## src/rtl/mmp_pkg.sv

```systemverilog
// ----------------------------------------------------------------------------
// Membership message parser package
// Item types, item kinds, end status codes and parse phases shared by the
// parser RTL.
// ----------------------------------------------------------------------------
package mmp_pkg;

  // Input item: one message byte and the last-byte marker.
  typedef struct packed {
    logic [7:0] data_byte;
    logic       final_byte;
  } in_t;

  // Result item.
  typedef struct packed {
    logic [2:0]  item_kind;
    logic [31:0] item_value;
    logic [3:0]  end_status;
    logic        end_of_message;
  } out_t;

  // Item kinds.
  localparam logic [2:0] KIND_SENDER   = 3'd0;
  localparam logic [2:0] KIND_FAILED   = 3'd1;
  localparam logic [2:0] KIND_LEFT     = 3'd2;
  localparam logic [2:0] KIND_HOSTNAME = 3'd3;
  localparam logic [2:0] KIND_JOINED   = 3'd4;
  localparam logic [2:0] KIND_END      = 3'd5;

  // End status codes.
  localparam logic [3:0] ST_OK           = 4'd0;
  localparam logic [3:0] ST_SHORT_SENDER = 4'd1;
  localparam logic [3:0] ST_SHORT_TAG    = 4'd2;
  localparam logic [3:0] ST_BAD_TAG0     = 4'd3;
  localparam logic [3:0] ST_SHORT_COUNT  = 4'd6;
  localparam logic [3:0] ST_SHORT_NAMELEN = 4'd7;
  localparam logic [3:0] ST_SHORT_NAME   = 4'd8;
  localparam logic [3:0] ST_SHORT_ID     = 4'd9;
  localparam logic [3:0] ST_LEFTOVER     = 4'd10;
  localparam logic [3:0] ST_ZERO_SENDER  = 4'd11;

  // List tags.
  localparam logic [7:0] TAG_L = 8'h4C;
  localparam logic [7:0] TAG_J = 8'h4A;

  // Index of the joined list.
  localparam logic [1:0] LIST_JOINED = 2'd2;

  // Result queue size: room for the two results one byte can produce,
  // plus slack so that a byte can be taken every cycle while the result side takes items.
  localparam int RES_DEPTH = 4;
  localparam int RES_AW    = 2;
  localparam int RES_CW    = 3;

  // Parse phases, one-hot.
  typedef enum logic [6:0] {
    PH_SENDER  = 7'b0000001,
    PH_TAG     = 7'b0000010,
    PH_COUNT   = 7'b0000100,
    PH_NAMELEN = 7'b0001000,
    PH_NAME    = 7'b0010000,
    PH_ID      = 7'b0100000,
    PH_DONE    = 7'b1000000
  } phase_t;

endpackage

```

## src/rtl/membership_message_parser_top.sv

```systemverilog
// ----------------------------------------------------------------------------
// Membership message parser
// Parses a membership message one byte per item and emits the sender id,
// every list id, every hostname byte and an end item with a status.
// ----------------------------------------------------------------------------
//
//  Channel | Ports                       | Direction | Payload
//  --------+-----------------------------+-----------+---------------------
//  input   | in_valid, in_ready, in_data | into      | data_byte, final_byte
//  result  | out_valid, out_ready,       | out of    | item_kind, item_value,
//          | out_data                    |           | end_status, end_of_message
//
//  One byte is parsed in the cycle it is accepted; its results (at most a
//  data item and an end item) are registered into a four-entry result queue
//  and leave it in order on the result port, one per cycle while out_ready is high.
//  A byte is accepted whenever the queue has room for two results, so with
//  the result side taking items a byte is accepted every cycle.
//  Reset (rst_n low, synchronous) returns the parser to the start of a
//  message and empties the queue. A stalled result side fills the queue and
//  then holds off input.
//
module membership_message_parser_top (
  input  logic          clk,
  input  logic          rst_n,
  input  logic          in_valid,
  output logic          in_ready,
  input  mmp_pkg::in_t  in_data,
  output logic          out_valid,
  input  logic          out_ready,
  output mmp_pkg::out_t out_data
);
  import mmp_pkg::*;

  // Parse state.
  phase_t      phase_r, phase_nxt;
  logic [1:0]  byte_pos_r, byte_pos_nxt;
  logic [31:0] word_r, word_nxt;
  logic [1:0]  list_r, list_nxt;
  logic [31:0] entries_r, entries_nxt;
  logic [7:0]  name_rem_r, name_rem_nxt;
  logic        sender_nz_r, sender_nz_nxt;
  logic [3:0]  err_r, err_nxt;

  // Result queue.
  out_t              res_mem_r [RES_DEPTH];
  logic [RES_AW-1:0] wr_ptr_r, wr_ptr_nxt;
  logic [RES_AW-1:0] rd_ptr_r, rd_ptr_nxt;
  logic [RES_CW-1:0] count_r, count_nxt;

  logic        in_acc;
  logic        pop;
  logic        data_push, end_push;
  out_t        data_res, end_res;
  logic [31:0] word_full;
  logic [7:0]  tag_want;
  logic [3:0]  status;

  assign in_ready  = (count_r <= RES_CW'(RES_DEPTH - 2));
  assign in_acc    = in_valid && in_ready;
  assign out_valid = (count_r != '0);
  assign out_data  = res_mem_r[rd_ptr_r];
  assign pop       = out_valid && out_ready;

  // Word under assembly with the current byte placed, little-endian.
  assign word_full = word_r | ({24'd0, in_data.data_byte} << {byte_pos_r, 3'b000});
  assign tag_want  = (list_r == LIST_JOINED) ? TAG_J : TAG_L;

  // Parse one byte and form its results.
  always_comb begin
    phase_nxt     = phase_r;
    byte_pos_nxt  = byte_pos_r;
    word_nxt      = word_r;
    list_nxt      = list_r;
    entries_nxt   = entries_r;
    name_rem_nxt  = name_rem_r;
    sender_nz_nxt = sender_nz_r;
    err_nxt       = err_r;
    data_push     = 1'b0;
    end_push      = 1'b0;
    data_res      = '0;
    end_res       = '0;
    status        = ST_OK;

    if (in_acc) begin
      // Bytes after an error are ignored until the final byte.
      if (err_r == ST_OK) begin
        case (phase_r)
          PH_SENDER: begin
            word_nxt     = word_full;
            byte_pos_nxt = byte_pos_r + 2'd1;
            if (byte_pos_r == 2'd3) begin
              sender_nz_nxt       = (word_full != '0);
              data_push           = 1'b1;
              data_res.item_kind  = KIND_SENDER;
              data_res.item_value = word_full;
              word_nxt            = '0;
              phase_nxt           = PH_TAG;
            end
          end
          PH_TAG: begin
            if (in_data.data_byte != tag_want) begin
              err_nxt = ST_BAD_TAG0 + {2'b00, list_r};
            end else begin
              phase_nxt = PH_COUNT;
            end
          end
          PH_COUNT: begin
            word_nxt     = word_full;
            byte_pos_nxt = byte_pos_r + 2'd1;
            if (byte_pos_r == 2'd3) begin
              entries_nxt = word_full;
              word_nxt    = '0;
              if (word_full == '0) begin
                // Empty list: straight on to the next tag, or to the end after the joined list.
                if (list_r == LIST_JOINED) begin
                  phase_nxt = PH_DONE;
                end else begin
                  list_nxt  = list_r + 2'd1;
                  phase_nxt = PH_TAG;
                end
              end else begin
                phase_nxt = (list_r == LIST_JOINED) ? PH_NAMELEN : PH_ID;
              end
            end
          end
          PH_NAMELEN: begin
            name_rem_nxt = in_data.data_byte;
            phase_nxt    = (in_data.data_byte == '0) ? PH_ID : PH_NAME;
          end
          PH_NAME: begin
            data_push           = 1'b1;
            data_res.item_kind  = KIND_HOSTNAME;
            data_res.item_value = {24'd0, in_data.data_byte};
            name_rem_nxt        = name_rem_r - 8'd1;
            if (name_rem_r == 8'd1) begin
              phase_nxt = PH_ID;
            end
          end
          PH_ID: begin
            word_nxt     = word_full;
            byte_pos_nxt = byte_pos_r + 2'd1;
            if (byte_pos_r == 2'd3) begin
              data_push           = 1'b1;
              data_res.item_value = word_full;
              if (list_r == 2'd0) begin
                data_res.item_kind = KIND_FAILED;
              end else if (list_r == 2'd1) begin
                data_res.item_kind = KIND_LEFT;
              end else begin
                data_res.item_kind = KIND_JOINED;
              end
              word_nxt    = '0;
              entries_nxt = entries_r - 32'd1;
              if (entries_r == 32'd1) begin
                if (list_r == LIST_JOINED) begin
                  phase_nxt = PH_DONE;
                end else begin
                  list_nxt  = list_r + 2'd1;
                  phase_nxt = PH_TAG;
                end
              end else begin
                phase_nxt = (list_r == LIST_JOINED) ? PH_NAMELEN : PH_ID;
              end
            end
          end
          default: begin
            // Bytes after the joined list.
            err_nxt = ST_LEFTOVER;
          end
        endcase
      end

      // End of message: work out the status and start afresh.
      if (in_data.final_byte) begin
        status = err_nxt;
        if (status == ST_OK) begin
          case (phase_nxt)
            PH_SENDER:  status = ST_SHORT_SENDER;
            PH_TAG:     status = ST_SHORT_TAG;
            PH_COUNT:   status = ST_SHORT_COUNT;
            PH_NAMELEN: status = ST_SHORT_NAMELEN;
            PH_NAME:    status = ST_SHORT_NAME;
            PH_ID:      status = ST_SHORT_ID;
            default:    status = ST_OK;
          endcase
        end
        if ((status == ST_OK) && !sender_nz_nxt) begin
          status = ST_ZERO_SENDER;
        end
        end_push               = 1'b1;
        end_res.item_kind      = KIND_END;
        end_res.end_status     = status;
        end_res.end_of_message = 1'b1;

        phase_nxt     = PH_SENDER;
        byte_pos_nxt  = '0;
        word_nxt      = '0;
        list_nxt      = '0;
        entries_nxt   = '0;
        name_rem_nxt  = '0;
        sender_nz_nxt = 1'b0;
        err_nxt       = ST_OK;
      end
    end
  end

  // Queue pointers and fill count.
  always_comb begin
    wr_ptr_nxt = wr_ptr_r + RES_AW'(data_push) + RES_AW'(end_push);
    rd_ptr_nxt = rd_ptr_r + RES_AW'(pop);
    count_nxt  = count_r + RES_CW'(data_push) + RES_CW'(end_push) - RES_CW'(pop);
  end

  // Control and parse state registers.
  always_ff @(posedge clk) begin
    if (!rst_n) begin
      phase_r     <= PH_SENDER;
      byte_pos_r  <= '0;
      word_r      <= '0;
      list_r      <= '0;
      entries_r   <= '0;
      name_rem_r  <= '0;
      sender_nz_r <= 1'b0;
      err_r       <= ST_OK;
      wr_ptr_r    <= '0;
      rd_ptr_r    <= '0;
      count_r     <= '0;
    end else begin
      phase_r     <= phase_nxt;
      byte_pos_r  <= byte_pos_nxt;
      word_r      <= word_nxt;
      list_r      <= list_nxt;
      entries_r   <= entries_nxt;
      name_rem_r  <= name_rem_nxt;
      sender_nz_r <= sender_nz_nxt;
      err_r       <= err_nxt;
      wr_ptr_r    <= wr_ptr_nxt;
      rd_ptr_r    <= rd_ptr_nxt;
      count_r     <= count_nxt;
    end
  end

  // Result storage: the data item first, then the end item behind it.
  always_ff @(posedge clk) begin
    if (data_push) begin
      res_mem_r[wr_ptr_r] <= data_res;
    end
    if (end_push) begin
      res_mem_r[wr_ptr_r + RES_AW'(data_push)] <= end_res;
    end
  end

`ifndef ASSERT_OFF
  // The queue never holds more than its depth.
  a_count_bound: assert property (@(posedge clk) disable iff (!rst_n)
    count_r <= RES_CW'(RES_DEPTH))
    else $error("result queue overfilled");

  // A final byte always leaves the parser at the start of a message.
  a_final_restart: assert property (@(posedge clk) disable iff (!rst_n)
    (in_acc && in_data.final_byte) |=>
      (phase_r == PH_SENDER) && (err_r == ST_OK) && (byte_pos_r == '0))
    else $error("parser not restarted after final byte");

  // A latched error holds until the message ends.
  a_err_hold: assert property (@(posedge clk) disable iff (!rst_n)
    ((err_r != ST_OK) && !(in_acc && in_data.final_byte)) |=> $stable(err_r))
    else $error("latched error changed inside a message");

  // The fill count follows the pushes and pops.
  a_count_track: assert property (@(posedge clk) disable iff (!rst_n)
    ##1 (count_r == $past(count_r) + RES_CW'($past(data_push))
                   + RES_CW'($past(end_push)) - RES_CW'($past(pop))))
    else $error("result queue count out of step");
`endif

endmodule
```

## config.mk

```make
export PLATFORM = sky130hd
export DESIGN_NAME = membership_message_parser_top
export DESIGN_NICKNAME = d
export VERILOG_FILES = /design/src/rtl/mmp_pkg.sv /design/src/rtl/membership_message_parser_top.sv
export SDC_FILE = /design/constraint.sdc
export NUM_CORES = 1
export LEC_CHECK = 0
export ABC_AREA = 1
export CAP_MARGIN = 20
export CORE_UTILIZATION = 26
export DETAILED_ROUTE_END_ITERATION = 7
export DONT_BUFFER_PORTS = 1
export GPL_ROUTABILITY_DRIVEN = 0
export PLACE_DENSITY = 0.48
export SKIP_LAST_GASP = 1
export SYNTH_ARGS = -nofsm -noshare
export SYNTH_HDL_FRONTEND = slang
export SYNTH_SLANG_ARGS = --single-unit
```

## constraint.sdc

```tcl
create_clock -name clk -period 2.87 [get_ports clk]
set_clock_uncertainty 0.05 [all_clocks]
set_input_delay 0.1435 -clock clk [delete_from_list [all_inputs] [get_ports clk]]
set_output_delay 0.1435 -clock clk [all_outputs]
set_load 0.005 [all_outputs]
```

=== After elaboration in Yosys (flattened, before gate mapping) ===
Memories as Yosys holds them, arrays and structs flattened. A register that Yosys moved wholly into a read port is not among the register bits.
Index checks and enable logic that the tools add are counted.

* Logic and storage cells: 146
* Register bits after elaboration: 95
* Bits in latches: 0
* Memories: 1
* Input bits: 13
* Output and inout port bits: 42
* Bits in writable memories: 160
* Memory bits (read-only): 0

{| class="wikitable"
|+ Memory list
! name !! depth !! width !! rd ports !! clocked after memory_dff !! write ports !! RTL line !! text
|-
| res_mem_r || 4 || 40 || 1 || 1 || 2 || membership_message_parser_top.sv:45 || <nowiki>out_t res_mem_r [RES_DEPTH];</nowiki>
|}

* Magnitude comparators: 1
* Multiply operators: 0
* Muxes and demuxes: 75
* Equality and inequality tests: 22
* Reduce and logical (&&, ||, !) cells: 23
* $add $sub $neg: 11
* Divide/modulo/power cells: 0
* Bitwise logic cells: 1
* Shift-type cells: 1

{| class="wikitable"
|+ Operators by type and width
! kind !! count
|-
| $mux 32 || 9
|-
| $mux 35 || 3
|-
| $pmux 35 s3 || 1
|-
| $mux 7 || 11
|-
| $pmux 32 s2 || 1
|-
| $pmux 7 s6 || 1
|-
| $eq 32x1->1 const B || 1
|-
| $logic_not 32->1 || 1
|-
| $mux 4 || 8
|-
| $or 32x32->32 || 1
|-
| $reduce_bool 32->1 || 1
|-
| $shl 8x5->32 || 1
|-
| $sub 32x1->32 const B || 1
|-
| $pmux 4 s6 || 1
|-
| $mux 2 || 11
|-
| $mux 8 || 2
|-
| $pmux 8 s2 || 1
|-
| $mux 3 || 5
|-
| $eq 7x1->1 const B || 2
|-
| $eq 7x2->1 const B || 2
|-
| $eq 7x3->1 const B || 2
|-
| $eq 7x4->1 const B || 2
|-
| $eq 7x5->1 const B || 2
|-
| $eq 7x6->1 const B || 2
|-
| 31 further kinds || 62
|}

=== Logic depth before layout (Yosys ltp) ===
Gate-level depths: netlist (run 1).

* Depth in word-level cells: 18
* Mapped depth: 24
* Depth with buffers taken out: 22

=== Worst setup path after synthesis (run 1) ===
No wires, ideal clock.

* Kind: register to register
* Start point: register count_r[1]
* End point: memory res_mem_r[1][0] (netlist name), enable pin
* Required time: 2493 ps
* Setup time: 327 ps
* Stages on the path, launching flop included: 16
* Path slack: -172 ps
* Clock period less this slack: 3042 ps
* Arrival: 2665 ps
* Path buffers: 1
* Path through: dfxtp_1 -> inv_1 -> ha_1 -> or2_2 -> nand2_1 -> nor2_1 -> nand2_1 -> inv_2 -> ha_1 -> or2_2 -> nand2_1 -> inv_1 -> nor3_1 -> inv_1 -> clkbuf_1 -> nand2_1

{| class="wikitable"
|+ RTL lines
! element !! RTL line !! text
|-
| from (decl) || membership_message_parser_top.sv:48 || <nowiki>logic [RES_CW-1:0] count_r, count_nxt;</nowiki>
|-
| from (signal assigned) || membership_message_parser_top.sv:239 || <nowiki>count_r <= count_nxt;</nowiki>
|-
| to (decl) || membership_message_parser_top.sv:45 ||
|}

==> summary by stage, run 1 <==
Setup path
The biggest cell delay along the critical path is 0.35 ns. Along the worst path, the maximum fanout reaches 6. The category of the worst setup path capture point is a register.

The register-to-register setup slack is 0.04 ns. At the worst endpoint, the required time is 3.15 ns. The startpoint of the worst-slack reg-to-reg timing path is phase_r[1]. In this design, the critical path's most frequently occurring cell is nand2_4. For the worst setup path, the data arrival time is 3.11 ns. The startpoint of the worst setup timing path is phase_r[1].

The kind of critical path is register to register. Counting cells, the worst reg-to-reg path comes to 19. STA classifies the critical path startpoint as a register.

For this design, the slowest cell found on the critical path is dfxtp_4. Traced cell by cell, the critical path runs through nor2_4 -> nand2_4 -> nor3_4 -> buf_6 -> nor2_4 -> nand3_2 -> nand2_4 -> nor2_4 -> nand2_4 -> nand2_4 -> nand2_4 -> a21oi_2 -> nand3_2 -> nor2_4 -> nand3_4 -> nand3_4 -> nor2_8 -> a21boi_4 -> nor2_1. The worst flop-to-flop path endpoint is res_mem_r[3][2].

Die
The total number of placement rows is 81. The initial utilization of the core area, before any placement, comes to 26.41%. In this run the horizontal extent of the chip is 225.2 um. The count of pins on the block boundary is 55. Measured along the y axis, the die boundary spans 225.2 um. The core box area is 49050 um2. The die covers 50710 um2.

Global routing
The initial antenna violation count came to 1. The total overflow left after global routing is 0. The via count of the first global-routing pass was 12.28k.

The overall global routing resource usage is 17.72%. The first global-routing pass estimated 70950 um of wire. Entering global routing, the biggest net connects 81 pins.

Synthesis
The largest area contributor in the synthesized netlist is dfxtp_1. The top-area cell type share of the netlist area is 35.09%. After synthesis, the mean cell area works out to 7.216 um2. The number of instances in the synthesized netlist is 1795.

The sequential cell area fraction in the yosys report is 41.58%. After synthesis, the cell types taking the most area are dfxtp_1 (35%), o21ai_0 (10%), nand3_1 (7.9%). The cell area that synthesis handed to floorplanning was 12950 um2. Counting flops with a built-in enable in the synthesized netlist gives 28. The post-synthesis register bit count is 255. For this run, the leading register cell type out of synthesis is dfxtp_1. The net count after synthesis is 1824.

The proportion of synthesized flip-flops having asynchronous set or reset is 0%. The yosys synthesis warning count is 0. Synthesis instantiated 55 different standard cells from the library.

Drt
The remaining antenna violation count is 0. After the first detailed-routing iteration, the DRC count stood at 1030. The ratio of routed vias to standard cells is 4.988. The vias after detailed routing is 12.93k. The number of DRC violations after detailed routing is 0. After detailed routing, the total wire length is 46320 um.

After detailed routing, the average wire length per cell comes to 17.87 um. The first TritonRoute pass finished after 5 iterations.

Clock tree
The H-tree depth reported by CTS is 1. The clock insertion delay at the later pin of the skew report is 0.59 ns. The longest clock path from root to sink contains 3 buffers.

Clock-pin slew was measured on the worst setup and hold paths at 0.06 ns. The CTS buffer count is 31. The clock sink count is 255. TritonCTS built the clock tree. The buffer type at the clock tree root is clkbuf_16.

Placed design
The HPWL after detailed placement is 29760 um. In this run the tool buffered the top-level ports with 0 buffer cells. In this run the cell area measured after placement is 14650 um2.

Timing
The setup-violating endpoint count in the final report is 0. The remaining max-slew budget at the tightest pin is 48.03%. Setup repair after global routing could not meet its margin everywhere. The total count of max-transition violations in the final report is 0. The final worst-path cycle share is 98.49%. For the pin with the worst max-slew slack, the measured transition is 0.7771 ns. The minimum period implied by the final worst setup slack is 2.827 ns.

The final number of hold-violating endpoints is 0. Based on the critical path, the design can be clocked at up to 353.8 MHz.

Hold path
The endpoint of the worst hold-timing path is word_r[30]. The type of the most critical hold path is input port to register. The worst hold path stage count is 5. The beginning of the worst hold path is in_data[7].

Final layout
The synthesis-to-layout area growth is 26.81%. 0 antenna diodes ended up in the layout. The post-route netlist has 19.45% of its cells at a drive strength greater than 1. The fraction of the core area covered by cells at the end of the flow is 33.48%.

Summing all non-filler instances in the final layout gives an area of 16420 um2. The number of nets in the finished design is 1934.

Power and ir drop
The worst-case IR drop observed on VDD is 401.1 uV. Power spread over the standard cell area amounts to 786.1 nW/um2. The static leakage is 0.006440 uW.

Outcome
The flow ran to the end, and the final reports show no timing, DRC or antenna violations.

Job
The max-cap violation count is 0.
-- cell usage in the layout (no fill, tap or decap), types with 19 or more instances in the layout --
| cell type | n |
|---|---|
| a211oi_1 | 32 |
| a21oi_1 | 110 |
| buf_4 | 145 |
| clkbuf_16 | 35 |
| dfxtp_1 | 220 |
| edfxtp_1 | 28 |
| inv_1 | 124 |
| inv_2 | 22 |
| nand2_1 | 235 |
| nand2_2 | 21 |
| nand3_1 | 198 |
| nor2_1 | 182 |
| nor2_2 | 25 |
| o211ai_1 | 19 |
| o21ai_0 | 260 |
| o22ai_1 | 41 |
-- routing by layer --
layer  vias to the layer above  part of all wire [%]  GRT usage, %
met5                         -                 0.024             0
met4                         2                   2.3         5.025
met3                        73                   5.5         2.399
met2                       343                    46         29.23
met1                      6163                    46         24.00
li1                       6347                     -             -
-- Yosys cell counts, types with 4 or more instances --
| cell | number |
|---|---|
| nor3_1 | 18 |
| o22ai_1 | 41 |
| o21bai_1 | 7 |
| nand2_1 | 253 |
| a211oi_1 | 32 |
| a31oi_1 | 7 |
| nand2_2 | 12 |
| inv_2 | 14 |
| o21ai_0 | 260 |
| clkinv_1 | 4 |
| xor2_1 | 8 |
| dfxtp_1 | 227 |
| nor2_1 | 202 |
| nor2_2 | 14 |
| nand4_1 | 11 |
| o211ai_1 | 19 |
| buf_1 | 12 |
| nand3_2 | 13 |
| edfxtp_1 | 28 |
| clkbuf_1 | 84 |
| ha_1 | 14 |
| a21oi_1 | 113 |
| nand3_1 | 204 |
| buf_2 | 6 |
| o21ai_1 | 5 |
| inv_1 | 133 |
-- stage by stage --
| stage | worst slack [ns] | TNS, ns | total power, uW | cells | hold slack, ns |
|---|---|---|---|---|---|
| finish | 0.04337 | 0 | 12910 | 2592 | 0.002638 |
| detailed placement | -0.06923 | -2.515 | 8679 | 2505 | 0.2045 |
| CTS | -0.02508 | -0.1840 | 12780 | 2575 | 0.003178 |
| global placement | -0.06628 | -0.9304 | 8671 | 2505 | 0.2021 |
| global route | -0.1130 | -1.582 | 13710 | 2592 | 0.009726 |
| floorplan | 0.01733 | 0 | 6922 | 1795 | 0.2734 |
-- cell families (layout without fill, tap and decap cells) --
kind of cell             count (synthesis)  in the layout  share of synthesized area, %
AO/OA/AOI/OAI                          503            503                         21.67
AND/OR/NAND/NOR                        747            747                         26.20
flip-flops                             255            255                         41.58
buffers and inverters                  263            396                         8.153
XOR/XNOR                                11             11                        0.7439
adder cells (fa/ha/maj)                 16             16                         1.662
-- registers in the layout, summed over array words and instances (netlist names) --
| signal | cells |
|---|---|
| wr_ptr_r | 2 |
| byte_pos_r | 2 |
| sender_nz_r | 1 |
| res_mem_r | 160 |
| rd_ptr_r | 2 |
| list_r | 2 |
| count_r | 3 |
| phase_r | 7 |
| err_r | 4 |
| name_rem_r | 8 |
| entries_r | 32 |
| word_r | 32 |
-- cell type report --
type,instances,area (um2)
clock buffers,44,874.6
clock inverters,12,150.1
fillers,5303,32630
inverters,153,586.8
multi-input cells,1277,6877
flip-flops and latches,255,5401
well taps,664,830.8
repair buffers,187,1704
-- how the worst max path moves through the flow --
stage / cells past startpoint / slack (ns) / end
floorplan: 15 / 0.02 / res_mem_r[1][0]
global placement: 17 / -0.07 / res_mem_r[2][37]
detailed placement: 17 / -0.07 / res_mem_r[2][37]
CTS: 19 / -0.03 / res_mem_r[3][37]
global route: 22 / -0.11 / res_mem_r[3][2]
finish: 19 / 0.04 / res_mem_r[3][2]
-- worst max-delay path, delay by kind of cell, from the launching register on --
kind | cells | cell delay [ns]
AO/OA/AOI/OAI | 2 | 0.33
AND/OR/NAND/NOR | 16 | 1.67
flip-flops | 1 | 0.35
buffers and inverters | 1 | 0.17
-- report_power, final --
| part | switching (uW) | internal, uW | total [uW] | leakage, uW |
|---|---|---|---|---|
| clock network | 1610 | 2380 | 3990 | 0.000511 |
| logic | 3110 | 1770 | 4880 | 0.00383 |
| registers | 178 | 3870 | 4040 | 0.00210 |
| total | 4900 | 8020 | 12900 | 0.00644 |
-- repair_timing --
action	CTS	global route
setup endpoints to repair	127	207
resized for setup	9	107
pin swaps	0	39
gates cloned	0	5
buffers inserted	0	13
endpoints found under the hold margin	79	0
hold buffers	14	0
(Power assumes the default switching activity.)
==> run 2, diff against run 1 <==
- CELL_PAD_IN_SITES_DETAIL_PLACEMENT: default -> 0
- CELL_PAD_IN_SITES_GLOBAL_PLACEMENT: default -> 1
- CTS_CLUSTER_DIAMETER: default -> 60
- PLACE_DENSITY: 0.48 -> 0.58
==> summary by stage, run 2 (synthesis results as in run 1) <==
Drt
The vias after detailed routing is 12.99k (+0.48%). The remaining antenna violation count is 0 (unchanged). The ratio of routed vias to standard cells is 4.952 (-0.71%). The number of DRC markers after the initial detailed-route iteration is 820 (-20%). The average wire per standard cell is 18.54 um (+3.7%). The number of DRC violations after detailed routing was 0 (unchanged). The wire length reported by the detailed router came to 48630 um (+5.0%). The number of detailed-route iterations in the first pass is 7 (+2).

Final layout
The largest registers in the layout are res_mem_r (160), entries_r (32), word_r (32). The fraction of the core area covered by cells at the end of the flow is 34.46% (+0.97 points). The number of diodes added for antenna fixing was 0 (unchanged). The fraction of layout cells with a size suffix above 1 is 21.18% (+1.7 points). Relative to the synthesized area, the layout overhead comes to 30.50%.

The number of nets in the finished design is 1962 (+1.4%). More flip-flops sit in one register than any other, and that register is res_mem_r. The commonest non-fill, non-tap cell in the layout is o21ai_0. Leaving out fill and tap cells, the most frequent cells in the layout are o21ai_0 (242), nand2_1 (229), dfxtp_1 (219), nand3_1 (198), nor2_1 (183).

The number of flip-flops in the largest register was 160 (unchanged). The number of filler cells placed in the layout is 5309 (+0.11%).

Placed design
The number of buffers added on ports is 0 (unchanged). The setup slack after placement is -0.1855 ns (-0.1163 ns). The HPWL after detailed placement came to 31220 um (+4.9%).

Outcome
The run finished with clean final reports.

Setup path
The worst setup path is captured at a register. The category of the worst setup path launch point is a register. The signal on the critical path passes through nor2_4 -> nand2_2 -> nor3_4 -> buf_6 -> nor2_4 -> nand3_2 -> nand2_4 -> nor2_4 -> nand2_4 -> nand2_4 -> nand2_4 -> a21oi_2 -> nand3_2 -> nor2_4 -> nand3_2 -> nand3_4 -> nor2_8 -> a21boi_4 -> nor2_1.

The biggest cell delay along the critical path is 0.33 ns (-0.02 ns). The cell with the largest stage delay on the worst path is dfxtp_2. By startpoint and endpoint, the worst setup path is classified as register to register. The data required time of the worst path is 3.12 ns (-0.03 ns). The count of buffering cells on the critical path with inverters included is 1 (unchanged). The worst-path maximum fanout is 5 (-1). The kind of cell adding the most delay to the critical path is simple AND/OR/NAND/NOR gates. The critical path data arrival time was 3.03 ns (-0.08 ns).

Global routing
The wire length of the first global-routing pass was 74230 um (+4.6%). The met3 track demand over resource in global routing was 3.194% (+0.80 points). The pin count of the biggest net entering global routing is 83 (+2.5%). The routing layer with the top usage in global route is met2.

The initial antenna violation count was 0 (-1). The via count of the first global-routing pass is 12.57k (+2.3%). The global routing met1 resource utilization was 24.82% (+0.82 points).

The global-route congestion overflow total is 0 (unchanged). The global-route track usage on met2 came to 31.34% (+2.1 points). The overall global routing resource usage is 18.80% (+1.1 points).

Timing
The remaining max-slew budget at the tightest pin is 52.28% (+4.3 points). Setup repair after global routing could not meet its margin everywhere. The transition time at the pin with the least slew margin is 0.7134 ns (-0.06362 ns).

The minimum period implied by the final worst setup slack is 2.782 ns (-0.04466 ns). The post-layout worst setup margin was 0.08803 ns (+0.04466 ns). The top achievable clock speed is 359.5 MHz (+1.6%). The final hold slack was 0.007573 ns (+0.004935 ns). The final worst-path cycle share was 96.93% (-1.6 points). The setup-violating endpoint count in the final report is 0 (unchanged). The final number of hold-violating endpoints is 0 (unchanged). The total count of max-transition violations in the final report is 0 (unchanged).

Hold path
The tightest min-delay check is of the input port to register type.

Die
The count of pins on the block boundary is 55 (unchanged). The overall die area is 50710 um2 (unchanged). The total number of placement rows is 81 (unchanged). The initial core utilization is 26.41% (unchanged).

The die width is 225.2 um (unchanged). The chip height is 225.2 um (unchanged). The core box area is 49050 um2 (unchanged).

Power and ir drop
The internal cell power is 8340 uW (+4.1%). The combinational share of power is 37.8% (about the same). The share of power burned in the clock network is 32.3% (+1.4 points). The switching power is 5112 uW (+4.4%).

The power density normalized to cell area was 795.9 nW/um2 (+1.2%). The maximum vdd drop came to 434.5 uV (+8.3%). The power share of the sequential group is 29.8% (-1.5 points).

The proportion of total power due to net switching is 38.00% (+0.077 points). The static leakage is 0.006678 uW (+3.7%).

Clock tree
The clock sink count is 255 (unchanged). The clock insertion delay at the later pin of the skew report came to 0.56 ns (-0.03 ns). The maximum buffer depth of the clock tree is 3 (unchanged). The H-tree depth reported by CTS came to 2 (+1). The CTS buffer count is 34 (+9.7%). The buffer type at the clock tree root is clkbuf_16. TritonCTS built the clock tree. The clock slew at the register clock pins of the worst setup and hold paths is 0.06 ns (about the same).

Job
The max-cap violation count came to 0 (unchanged).
[run 2: worst register-to-register path, cell delays in order (launching register included)]
cell and delay (ns):
dfxtp_2 0.33, nor2_4 0.13, nand2_2 0.10, nor3_4 0.27
buf_6 0.15, nor2_4 0.04, nand3_2 0.10, nand2_4 0.10
nor2_4 0.16, nand2_4 0.08, nand2_4 0.09, nand2_4 0.06
a21oi_2 0.11, nand3_2 0.10, nor2_4 0.13, nand3_2 0.11
nand3_4 0.12, nor2_8 0.05, a21boi_4 0.23, nor2_1 0.06
[run 2: layer usage]
layer	part of all wire, %	vias to the layer above
met2	47	294
met1	46	6224
li1	-	6408
met4	2.4	0
met5	0	-
met3	4.7	64
[run 2: stage by stage]
stage / setup TNS (ns) / power [uW] / cells / cell area, um2
floorplan: 0 / 6922 / 1795 / 12970
global placement: -5.001 / 8768 / 2516 / 14750
detailed placement: -9.153 / 8772 / 2516 / 14750
CTS: -0.2419 / 13240 / 2593 / 16090
global route: -5.887 / 14290 / 2623 / 16900
finish: 0 / 13450 / 2623 / 16900
[run 2: path summary, 6_finish.rpt]
kind,from,cells past startpoint,slack [ns],to
max,phase_r[3],19,0.09,res_mem_r[3][2]
min,in_data[7],5,0.008,word_r[14]
max reg2reg,phase_r[3],19,0.09,res_mem_r[3][2]
min reg2reg,word_r[22],2,0.42,word_r[22]
[run 2: repair_timing]
action                                  in CTS  in global routing
pin swaps                                    0                 43
buffers inserted                             0                 19
gates cloned                                 0                 10
endpoints found under the setup margin     136                190
hold buffers                                15                  1
endpoints found under the hold margin       59                 10
gates resized for setup                     15                139
[run 2: power groups by stage]
stage	Clock, uW	Sequential [uW]	Combinational, uW
finish	4350	4010	5090
global placement	0	4060	4710
detailed placement	0	4070	4710
global route	4620	4040	5630
CTS	4470	3990	4790
floorplan	0	4020	2900
[run 2: cell type report]
cell class,count,area [um2],share of cell area (%)
repair buffers,212,2011,11.90
well taps,664,830.8,4.915
clock inverters,17,207.7,1.229
inverters,153,596.8,3.531
clock buffers,45,932.1,5.515
flip-flops and latches,255,5400,31.95
multi-input cells,1277,6924,40.97
